[config.mk]
export PLATFORM = sky130hd
export DESIGN_NAME = dwh_parser
export DESIGN_NICKNAME = d
export VERILOG_FILES = /design/src/design/dwh_pkg.sv /design/src/design/dwh_parser.sv
export SDC_FILE = /design/constraint.sdc
export NUM_CORES = 1
export LEC_CHECK = 0
export BUFFER_PORTS_ARGS = -buffer_cell sky130_fd_sc_hd__buf_2
export CAP_MARGIN = 15
export CORE_MARGIN = 8
export CORE_UTILIZATION = 50
export DETAILED_ROUTE_END_ITERATION = 7
export MAX_ROUTING_LAYER = met4
export PLACE_DENSITY = 0.75
export SYNTH_ARGS = -nofsm -noshare
export SYNTH_HDL_FRONTEND = slang
export SYNTH_SLANG_ARGS = --single-unit
[constraint.sdc]
create_clock -name clk -period 9.93 [get_ports clk]
set_input_delay 1.986 -clock clk [delete_from_list [all_inputs] [get_ports clk]]
set_output_delay 1.986 -clock clk [all_outputs]
set_load 0.02 [all_outputs]
[src/design/dwh_pkg.sv]
package dwh_pkg;

	localparam int CHANNELS = 16;
	localparam logic [15:0] MARKER_WORD = 16'h8b0a;
	localparam logic [15:0] EMPTY_WORD = 16'h0000;
	localparam logic [4:0] MARKER_MODULE = 5'd8;
	localparam logic [4:0] MODULE_SAT = 5'd31;
	localparam logic [14:0] COUNT_MAX = 15'd32767;

	localparam logic [1:0] ACT_PARSE = 2'd0;
	localparam logic [1:0] ACT_READ = 2'd1;
	localparam logic [1:0] ACT_CLEAR = 2'd2;

	localparam logic [1:0] REG_HIST_MIN = 2'd0;
	localparam logic [1:0] REG_HIST_MAX = 2'd1;
	localparam logic [1:0] REG_BIN_SHIFT = 2'd2;

	localparam logic [2:0] STS_HEADER = 3'd0;
	localparam logic [2:0] STS_FILLED = 3'd1;
	localparam logic [2:0] STS_DROPPED = 3'd2;
	localparam logic [2:0] STS_MARKER = 3'd3;
	localparam logic [2:0] STS_READ = 3'd4;
	localparam logic [2:0] STS_CLEARED = 3'd5;

	localparam logic [11:0] HIST_MIN_RST = 12'd0;
	localparam logic [12:0] HIST_MAX_RST = 13'd4000;
	localparam logic [3:0] BIN_SHIFT_RST = 4'd2;

	typedef enum logic [1:0] {
		OP_NONE,
		OP_BUMP,
		OP_READ,
		OP_CLEAR
	} op_kind_t;

	// one decoded word: which count to touch and the result fields
	typedef struct packed {
		logic has_result;
		op_kind_t kind;
		logic to_edge;
		logic edge_hi;
		logic [7:0] hist;
		logic [11:0] idx;
		logic [2:0] status;
		logic [4:0] module_now;
		logic [3:0] flag;
		logic [11:0] sample;
	} dwh_op_t;

endpackage

[src/design/dwh_parser.sv]
module dwh_parser #(
	parameter int NUM_BINS = 1024,
	parameter int NUM_MODULES = 16,
	localparam int SEL_BIN_W = $clog2(NUM_BINS + 2)
) (
	input logic clk,
	input logic arst_n,
	input logic cfg_we,
	input logic [1:0] cfg_idx,
	input logic [12:0] cfg_data,
	input logic accept,
	input logic [1:0] action,
	input logic first_word,
	input logic [15:0] word,
	input logic [3:0] sel_module,
	input logic [3:0] sel_channel,
	input logic [SEL_BIN_W-1:0] sel_bin,
	output dwh_pkg::dwh_op_t op
);
	import dwh_pkg::*;

	logic [11:0] hist_min_q;
	logic [12:0] hist_max_q;
	logic [3:0] bin_shift_q;

	logic [4:0] module_q;
	logic in_channel_q;
	logic [4:0] words_left_q;

	logic [4:0] mod_cur, mod_nxt;
	logic inch_cur, inch_nxt;
	logic [4:0] wl_cur, wl_nxt;
	logic [11:0] smp;
	logic [11:0] diff;
	logic [11:0] idx;
	logic [4:0] mod_inc;

	assign smp = word[11:0];
	assign diff = smp - hist_min_q;
	assign idx = diff >> bin_shift_q;

	always_ff @(posedge clk or negedge arst_n) begin
		if (!arst_n) begin
			hist_min_q <= HIST_MIN_RST;
			hist_max_q <= HIST_MAX_RST;
			bin_shift_q <= BIN_SHIFT_RST;
		end else if (cfg_we) begin
			case (cfg_idx)
				REG_HIST_MIN: hist_min_q <= cfg_data[11:0];
				REG_HIST_MAX: hist_max_q <= cfg_data;
				REG_BIN_SHIFT: bin_shift_q <= cfg_data[3:0];
				default: ;
			endcase
		end
	end

	always_comb begin
		mod_cur = first_word ? 5'd0 : module_q;
		inch_cur = first_word ? 1'b0 : in_channel_q;
		wl_cur = first_word ? 5'd0 : words_left_q;
		mod_inc = (mod_cur == MODULE_SAT) ? mod_cur : mod_cur + 5'd1;
		mod_nxt = mod_cur;
		inch_nxt = inch_cur;
		wl_nxt = wl_cur;

		op = '0;
		op.kind = OP_NONE;
		op.module_now = module_q;

		case (action)
			ACT_PARSE: begin
				op.has_result = 1'b1;
				if (word == MARKER_WORD && mod_cur == MARKER_MODULE) begin
					inch_nxt = 1'b0;
					op.status = STS_MARKER;
				end else if (!inch_cur && word == EMPTY_WORD) begin
					mod_nxt = mod_inc;
					op.status = STS_MARKER;
				end else if (!inch_cur) begin
					wl_nxt = 5'($countones(word));
					inch_nxt = 1'b1;
					op.status = STS_HEADER;
				end else begin
					op.flag = word[15:12];
					op.sample = smp;
					if ({1'b0, mod_cur} >= 6'(NUM_MODULES)) begin
						op.status = STS_DROPPED;
					end else begin
						op.status = STS_FILLED;
						op.kind = OP_BUMP;
						op.hist = {mod_cur[3:0], word[15:12]};
						if (smp < hist_min_q) begin
							op.to_edge = 1'b1;
						end else if ({1'b0, smp} >= hist_max_q) begin
							op.to_edge = 1'b1;
							op.edge_hi = 1'b1;
						end else if ({1'b0, idx} >= 13'(NUM_BINS)) begin
							op.to_edge = 1'b1;
							op.edge_hi = 1'b1;
						end else begin
							op.idx = idx;
						end
						if (wl_cur != 5'd0) begin
							wl_nxt = wl_cur - 5'd1;
						end
					end
					if (wl_nxt == 5'd0) begin
						mod_nxt = mod_inc;
						inch_nxt = 1'b0;
					end
				end
				op.module_now = mod_nxt;
			end
			ACT_READ, ACT_CLEAR: begin
				op.has_result = 1'b1;
				op.status = (action == ACT_READ) ? STS_READ : STS_CLEARED;
				op.hist = {sel_module, sel_channel};
				if ({1'b0, sel_module} < 5'(NUM_MODULES)) begin
					if (14'(sel_bin) < 14'(NUM_BINS)) begin
						op.kind = (action == ACT_READ) ? OP_READ : OP_CLEAR;
						op.idx = 12'(sel_bin);
					end else if (14'(sel_bin) == 14'(NUM_BINS)) begin
						op.kind = (action == ACT_READ) ? OP_READ : OP_CLEAR;
						op.to_edge = 1'b1;
					end else if (14'(sel_bin) == 14'(NUM_BINS + 1)) begin
						op.kind = (action == ACT_READ) ? OP_READ : OP_CLEAR;
						op.to_edge = 1'b1;
						op.edge_hi = 1'b1;
					end
				end
			end
			default: ;
		endcase
	end

	always_ff @(posedge clk or negedge arst_n) begin
		if (!arst_n) begin
			module_q <= 5'd0;
			in_channel_q <= 1'b0;
			words_left_q <= 5'd0;
		end else if (accept && action == ACT_PARSE) begin
			module_q <= mod_nxt;
			in_channel_q <= inch_nxt;
			words_left_q <= wl_nxt;
		end
	end

endmodule

==> flow_summary.ini, run 1 <==
[timing]
rsz0062_at_grt = no
tightest_slew_ns = 0.9493
slew_viol_final = 0
fin_crit_ns = 6.940
max_freq_mhz = 144.1
holdWs_ns = 0.5151
fin_skew_ns = 0.001594
finalSetupTns_ns = 0
setup_viol = 0
min_period_over_period_pct = 69.89
hold_violations = 0
slew_headroom_pct = 36.71
setup_slack_ns = 2.990

[floorplan]
core_area_sq_mm = 0.009109
start_util_pct = 50.62
num_rows = 35
die_h_microns = 112.0
dieWidth_microns = 112.0
ios = 106
die-area_sq_mm = 0.01255

[worst_setup_path]
crit_path_end_kind = output pin
cpPeakStageDelay_ns = 0.38
critPathKind = primary input to output pin
cp.arrival_ns = 4.95
critical_path.max_fanout = 7
worstPathRequired_ns = 7.94
r2r_start = module_q[4]
critPathSlowestCell = and3_1
start_kind = primary input
startpoint = word[0]
crit_chain = buf_2 -> inv_1 -> ha_1 -> fa_1 -> nor2b_1 -> o22a_2 -> a221oi_4 -> xnor2_1 -> and3_1 -> a311oi_2 -> and3_1 -> a32o_1 -> buf_2

[drt]
num_vias = 4582
vias_per_cell = 6.029
wire_per_inst_microns = 18.97
ant_nets = 0
drc_errors = 0
wl_mm = 14.42
drtPass1Iterations = 5
first_iter_violations = 315

[synth]
synth_cells = 565
synth_flop_cell = dfrtp_1
syn_area_per_cell_sq_um = 8.160
async_reset_ff_share_pct = 100.0
synth_top_area_share_pct = 17.91
synth_top_cell_by_area = dfrtp_1
synthTopCellsByCount = nand2_1 (67), inv_1 (58), ha_1 (38)
synth_warnings = 0
ys_ff_latch = 40
synth_most_common_cell = nand2_1
synthTopCellsByArea = dfrtp_1 (18%), ha_1 (10%), nand2_1 (5.5%)
netlist_area_sq_mm = 0.004611
netlist-cell-type-count = 80
synth_edf_count = 0
seq_area_frac_synth_pct = 21.90

[clock_tree]
post_cts_resized = 0
cts_setup_buffers = 0
clk_latency_ns = 0.30
clockBufferDepth = 2
clk_pin_slew_worst_paths_ns = 0.11
cts_sinks = 40
holdBufCountCts = 0
htree_levels = 2
cts_made_buffers = 5
cts_tree = done
cts_root_buffer = clkbuf_8

[finish]
synthToLayoutAreaGrowth_pct = 13.35
instances_no_fill = 760
nets = 754
fin_area_sq_mm = 0.005226
antenna_cells = 0
final_core_util_pct = 57.38
drive_gt1_share_pct = 23.88

[grt]
grt.met3_usage_pct = 3.704
antenna_found_initial = 0
gr-max-usage-layer = met2
grt_max_degree = 41
grt_pass1_wl_mm = 23.16
gr-total-overflow = 0
use_met1_pct = 30.64
grt_usage_pct = 23.10
grt.met2_usage_pct = 35.62
grt_pass1_vias = 4582

[place]
preCtsSetupSlack_ns = 3.046
dp.final_hpwl_mm = 11.70
placed_area_sq_mm = 0.005111
gp_congestion = 1.006
io_buffers = 103
numPlacedInstances = 752

[min_path]
hold_class = register to register
worstHoldStart = hist_max_q[4]

[power_and_ir_drop]
vdd_drop_max_uv = 118.3
p_leak_nw = 2.510
totalPowerFinal_mw = 0.9184
p_per_area_mw_per_mm2 = 175.7

[run]
max-cap-violations = 0

[outcome]
status = complete, no violations
-- flip-flops by register name, summed over array words and instances, names as in the netlist --
name / flops
hist_min_q: 12
bin_shift_q: 4
words_left_q: 5
hist_max_q: 13
in_channel_q: 1
module_q: 5
-- cells in the final DEF, fill, tap and decap left out, types with 5 or more instances in the layout --
cell,n
mux2_2,18
a21oi_1,21
o21ai_1,17
nand2b_1,7
nor3_1,20
dfrtp_1,33
nor2b_1,11
a21o_1,6
buf_2,103
o21ai_0,29
mux2i_1,11
clkbuf_8,5
a32o_1,6
fa_1,11
dfstp_2,7
nand2_1,67
a211oi_1,6
and2_1,9
xor2_1,5
o211ai_1,5
inv_1,58
nand3_1,10
nor2_1,26
nand4_1,10
a22o_1,6
xnor2_1,8
o31ai_1,6
ha_1,38
o22ai_1,5
-- path summary, 6_finish.rpt --
path / end / slack, ns / cells after the start
min: hist_max_q[4] / 0.52 / 1
max: op[32] / 2.99 / 13
min reg2reg: hist_max_q[4] / 0.52 / 1
max reg2reg: module_q[1] / 6.97 / 8
min in group asynchronous: hist_min_q[3] / 1.82 / 1
max in group asynchronous: bin_shift_q[2] / 7.51 / 1
-- critical path: cells and delay by family --
family,cells,cell delay (ns)
AO/OA/AOI/OAI,4,1.22
XOR/XNOR,1,0.19
adder cells (fa/ha/maj),2,0.43
AND/OR/NAND/NOR,3,0.66
buffers and inverters,3,0.46
-- metal layers --
layer	share of wire (%)	wire [microns]	vias up
li1	-	-	2198
met1	47	6788	2181
met2	45	6431	177
met3	6.1	881	26
met4	2.2	314	0
met5	0	0	-
-- report_power, final --
part / switching, mW / internal [mW]
registers: 0.0415 / 0.200
clock network: 0.0705 / 0.0760
logic: 0.307 / 0.224
-- cells by family after synthesis --
logic type / Yosys count / synth area share [%]
xor gates and xnor gates: 13 / 2.469
muxes: 31 / 7.761
and+or+nand+nor: 190 / 20.73
AOI/OAI and AO/OA: 149 / 22.99
adders and majority gates: 49 / 15.09
DFF: 40 / 21.90
buffers and inverters: 92 / 8.982
other: 1 / 0.08133
-- area by class of cell --
class                      count  area, sq um
clock buffer                   5        68.82
clock inverter                 3        46.29
fill                         870         3882
inverter                      61        229.0
multi-input combinational    434         3196
sequential                    40         1010
tap                          111        138.9
timing repair buffer         106        538.0
Note: power is estimated with default switching activity, not from simulation.
==> run 2, diff against run 1 <==
==> constraint.sdc (replaced) <==
create_clock -name clk -period 6.5 [get_ports clk]
set_input_delay 1.3 -clock clk [delete_from_list [all_inputs] [get_ports clk]]
set_output_delay 1.3 -clock clk [all_outputs]
set_load 0.02 [all_outputs]
==> run 2 against run 1 <==
Sequential power rose by 53%. Design area rose by 0.14%. Clock-buffer cell count did not move. Utilization rose by 0.082 points. Worst setup slack got worse by 2.1 ns. Sequential share of layout area barely moved. Largest cell class unchanged. Critical path type unchanged. First-iteration DRC count rose by 9.5%.
==> flow_summary.ini, run 2 (synthesized netlist as in run 1, its figures left out) <==
[clock_tree]
cts_root_buffer = clkbuf_8
cts_made_buffers = 5
holdBufCountCts = 0
clockBufferDepth = 2
cts_setup_buffers = 0
clk_latency_ns = 0.31
htree_levels = 2
cts_tree = done
post_cts_resized = 0
cts_sinks = 40
clk_pin_slew_worst_paths_ns = 0.08

[timing]
fin_skew_ns = 0.003873
hold_violations = 0
fin_crit_ns = 5.642
max_freq_mhz = 177.2
finalSetupTns_ns = 0
slew_headroom_pct = 36.72
min_period_over_period_pct = 86.80
tightest_slew_ns = 0.9492
holdWs_ns = 0.5170
rsz0062_at_grt = no
setup_viol = 0
slew_viol_final = 0

[drt]
drc_errors = 0
drtPass1Iterations = 7
num_vias = 4531
ant_nets = 0
wire_per_inst_microns = 18.82
first_iter_violations = 345
wl_mm = 14.32
vias_per_cell = 5.954

[finish]
regMostFlops = hist_max_q
fin_area_sq_mm = 0.005234
largest_register_ffs = 13
drive_gt1_share_pct = 24.00
synthToLayoutAreaGrowth_pct = 13.51
layout_commonest_cell = buf_2
fillers = 850
nets = 755
antenna_cells = 0
final_cell_mix = buf_2 (103), nand2_1 (67), inv_1 (58)
reg_top3 = hist_max_q (13), hist_min_q (12)

[floorplan]
ios = 106
die_h_microns = 112.0
core_area_sq_mm = 0.009109
start_util_pct = 50.62
die-area_sq_mm = 0.01255
dieWidth_microns = 112.0
num_rows = 35

[grt]
grt_pass1_wl_mm = 23.15
grt_max_degree = 41
antenna_found_initial = 0
grt_pass1_vias = 4484
grt_usage_pct = 23.06
gr-total-overflow = 0

[power_and_ir_drop]
p_per_area_mw_per_mm2 = 267.5
vdd_drop_max_uv = 157.0
p_leak_nw = 2.515

[worst_setup_path]
critPathSlowestCell = fa_1
r2r_start = module_q[4]
worst-path-buf-inv = 3
critPathTopFamily = compound AO/OA/AOI/OAI gates
rr_worst_depth = 8
critical_path.max_fanout = 7
crit_path_end_kind = output pin
crit_chain = buf_2 -> inv_1 -> ha_1 -> fa_1 -> nor2b_1 -> o22a_2 -> a221oi_4 -> xnor2_1 -> and3_1 -> a311oi_2 -> and3_1 -> a32o_1 -> buf_2
cpPeakStageDelay_ns = 0.41
worstPathRequired_ns = 5.20
r2r_slack_ns = 3.54
start_kind = primary input
critPathKind = primary input to output pin
cp.arrival_ns = 4.34
timing.rr.end = module_q[1]
startpoint = word[0]

[place]
io_buffers = 103
placed_area_sq_mm = 0.005119
gp_congestion = 0.9976
dp.final_hpwl_mm = 11.73

[min_path]
worstHoldStart = hist_max_q[2]
whs_path_depth = 1
hold_class = register to register
worstHoldEndpoint = hist_max_q[2]

[outcome]
status = complete, no violations

[run]
max-cap-violations = 0
==> run 2: changes by cell type in the layout (fill, tap and decap cells not counted), sizes merged <==
cell | before | now
buf | 106 | 107
==> run 2: routing by layer <==
metal / GRT usage, % / wire length (microns)
met5: - / 0
met4: 5.306 / 243
met3: 3.650 / 837
met2: 35.90 / 6428
met1: 30.89 / 6813
==> run 2: metrics by stage <==
| step | util [%] | worst slack [ns] | instances | power [mW] |
|---|---|---|---|---|
| after global routing | 57.46 | 0.6803 | 761 | 1.507 |
| final | 57.46 | 0.8579 | 761 | 1.400 |
| after detailed placement | 56.20 | 0.9117 | 753 | 1.174 |
| after CTS | 57.46 | 0.9110 | 761 | 1.399 |
| after floorplan | - | 1.364 | 566 | 0.9773 |
| after global placement | 56.20 | 1.017 | 753 | 1.160 |
==> run 2: power by group <==
group          switching, mW  internal (mW)  total [mW]
Sequential            0.0630          0.305       0.368
Combinational          0.469          0.342       0.810
Clock                  0.106          0.116       0.222
Total                  0.637          0.763        1.40
==> run 2: cell type report <==
| cell class | instances | area [sq um] | area share, % |
|---|---|---|---|
| clock buffer | 5 | 68.82 | 1.315 |
| clock inverter | 3 | 46.29 | 0.8845 |
| inverter | 61 | 229.0 | 4.375 |
| multi-input combinational | 434 | 3196 | 61.06 |
| sequential | 40 | 1010 | 19.29 |
| tap | 111 | 138.9 | 2.654 |
| timing repair buffer | 107 | 545.5 | 10.42 |
==> run 2: how the worst max path moves through the flow <==
stage,end,slack (ns),cells past startpoint
global placement,op[32],1.02,13
CTS,op[33],0.91,13
floorplan,op[28],1.36,11
global route,op[31],0.68,13
detailed placement,op[33],0.91,13
finish,op[33],0.86,13
==> run 2: worst register-to-register path, cell delays in order (launching register included) <==
cell	delay, ns
dfrtp_1	0.58
nor4_1	0.40
xnor2_1	0.20
nand2_1	0.08
a2111oi_1	0.67
a21o_1	0.28
and3_1	0.33
o21ai_1	0.09
a32o_1	0.21
==> run 3, diff against run 2 <==
--- a/config.mk
+++ b/config.mk
@@ -9,6 +9,7 @@
 export CAP_MARGIN = 15
 export CORE_MARGIN = 8
 export CORE_UTILIZATION = 50
+export CTS_BUF_LIST = sky130_fd_sc_hd__clkbuf_4
 export DETAILED_ROUTE_END_ITERATION = 7
 export MAX_ROUTING_LAYER = met4
 export PLACE_DENSITY = 0.75
==> run 3 against run 2 <==
Critical path depth unchanged. Clock power fell by 18%. Sequential share of layout area up 0.12 points. Combinational power barely moved. Largest power group unchanged. Die area is the same. First-iteration DRC count decreased by 12%. Critical endpoint is now op[32]. Clock-buffer cell count did not move.
==> flow_summary.ini, run 3 (synthesized netlist as in run 1, its figures left out) <==
[worst_setup_path]
startpoint = word[0]
start_kind = primary input
crit_path_end_kind = output pin
cp.arrival_ns = 4.33
critPathKind = primary input to output pin
r2r_start = module_q[4]
critical_path.max_fanout = 7
worstPathRequired_ns = 5.20

[grt]
antenna_found_initial = 0
grt_usage_pct = 22.95
grt_pass1_wl_mm = 23.12
grt_max_degree = 41
gr-total-overflow = 0
grt_pass1_vias = 4503

[clock_tree]
holdBufCountCts = 0
cts_made_buffers = 5
clockBufferDepth = 2
cts_setup_buffers = 0
clk_latency_ns = 0.37
cts_root_buffer = clkbuf_4
post_cts_resized = 0
cts_sinks = 40
clk_pin_slew_worst_paths_ns = 0.12
cts_tree = done
htree_levels = 2

[finish]
reg_top3 = hist_max_q (13), hist_min_q (12)
largest_register_ffs = 13
drive_gt1_share_pct = 24.00
instances_no_fill = 761
final_cell_mix = buf_2 (103), nand2_1 (67), inv_1 (58)
antenna_cells = 0
synthToLayoutAreaGrowth_pct = 12.84
layout_commonest_cell = buf_2
regMostFlops = hist_max_q
nets = 755

[drt]
first_iter_violations = 302
wire_per_inst_microns = 18.86
drc_errors = 0
vias_per_cell = 5.997
num_vias = 4564
ant_nets = 0
wl_mm = 14.35
drtPass1Iterations = 6

[place]
numPlacedInstances = 753
gp_congestion = 0.9976
dp.final_hpwl_mm = 11.73
io_buffers = 103

[power_and_ir_drop]
internal_power_mw = 0.7290
clock_power_share_pct = 13.4
power.switching_mw = 0.6318
swShare_pct = 46.43
p_leak_nw = 2.502
totalPowerFinal_mw = 1.361
vdd_drop_max_uv = 198.2
share_comb_of_total_power_pct = 59.6
p_per_area_mw_per_mm2 = 261.5
p_seq_share_pct = 27.0

[floorplan]
dieWidth_microns = 112.0
die-area_sq_mm = 0.01255
ios = 106
die_h_microns = 112.0
start_util_pct = 50.62
num_rows = 35
core_area_sq_mm = 0.009109

[timing]
fin_skew_ns = 0.007033
slew_viol_final = 0
rsz0062_at_grt = no
min_period_over_period_pct = 86.69
finalSetupTns_ns = 0
setup_viol = 0
fin_crit_ns = 5.635
holdWs_ns = 0.5272
max_freq_mhz = 177.5
slew_headroom_pct = 36.92
tightest_slew_ns = 0.9462
hold_violations = 0

[outcome]
status = complete, no violations

[min_path]
worstHoldStart = hist_max_q[2]
hold_class = register to register

[run]
max-cap-violations = 0
==> run 3: area by class of cell <==
class | count | area (sq um)
fillers | 858 | 3906
inverters | 61 | 229.0
clock buffers | 5 | 37.54
repair buffers | 107 | 545.5
clock inverters | 3 | 46.29
well taps | 111 | 138.9
multi-input cells | 434 | 3196
flip-flops and latches | 40 | 1010
==> run 3: stage by stage <==
| step | util [%] | setup WS, ns | instance area [sq um] |
|---|---|---|---|
| detailed placement | 56.20 | 0.9117 | 5119 |
| global route | 57.12 | 0.6737 | 5202 |
| floorplan | - | 1.364 | 4614 |
| global placement | 56.20 | 1.017 | 5119 |
| finish | 57.12 | 0.8650 | 5202 |
| CTS | 57.12 | 0.9110 | 5202 |
==> run 3: metal layers <==
layer  share of wire [%]  track usage [%]
met5                   0                -
met4                 2.3            6.475
met3                 6.4            3.274
met2                  44            35.38
met1                  47            30.83
==> run 3: critical path: stages <==
cell and delay [ns]:
buf_2 0.13, inv_1 0.12, ha_1 0.25, fa_1 0.41
nor2b_1 0.20, o22a_2 0.26, a221oi_4 0.11, xnor2_1 0.21
and3_1 0.21, a311oi_2 0.38, and3_1 0.37, a32o_1 0.21
buf_2 0.17
==> run 3: power groups by stage <==
stage                     logic (mW)  registers (mW)  clock network, mW
after global routing           0.898           0.377              0.193
after floorplan                0.642           0.336                  0
after CTS                      0.806           0.366              0.187
after detailed placement       0.802           0.372                  0
final                          0.812           0.367              0.182
after global placement         0.790           0.370                  0
==> run 3: final timing paths <==
path | end | cells after the start | slack (ns)
setup / recovery | op[32] | 13 | 0.87
hold reg to reg | hist_max_q[2] | 1 | 0.53
hold / removal | hist_max_q[2] | 1 | 0.53
min in group asynchronous | module_q[0] | 1 | 1.06
max in group asynchronous | hist_max_q[4] | 1 | 4.84
setup reg to reg | module_q[1] | 8 | 3.53
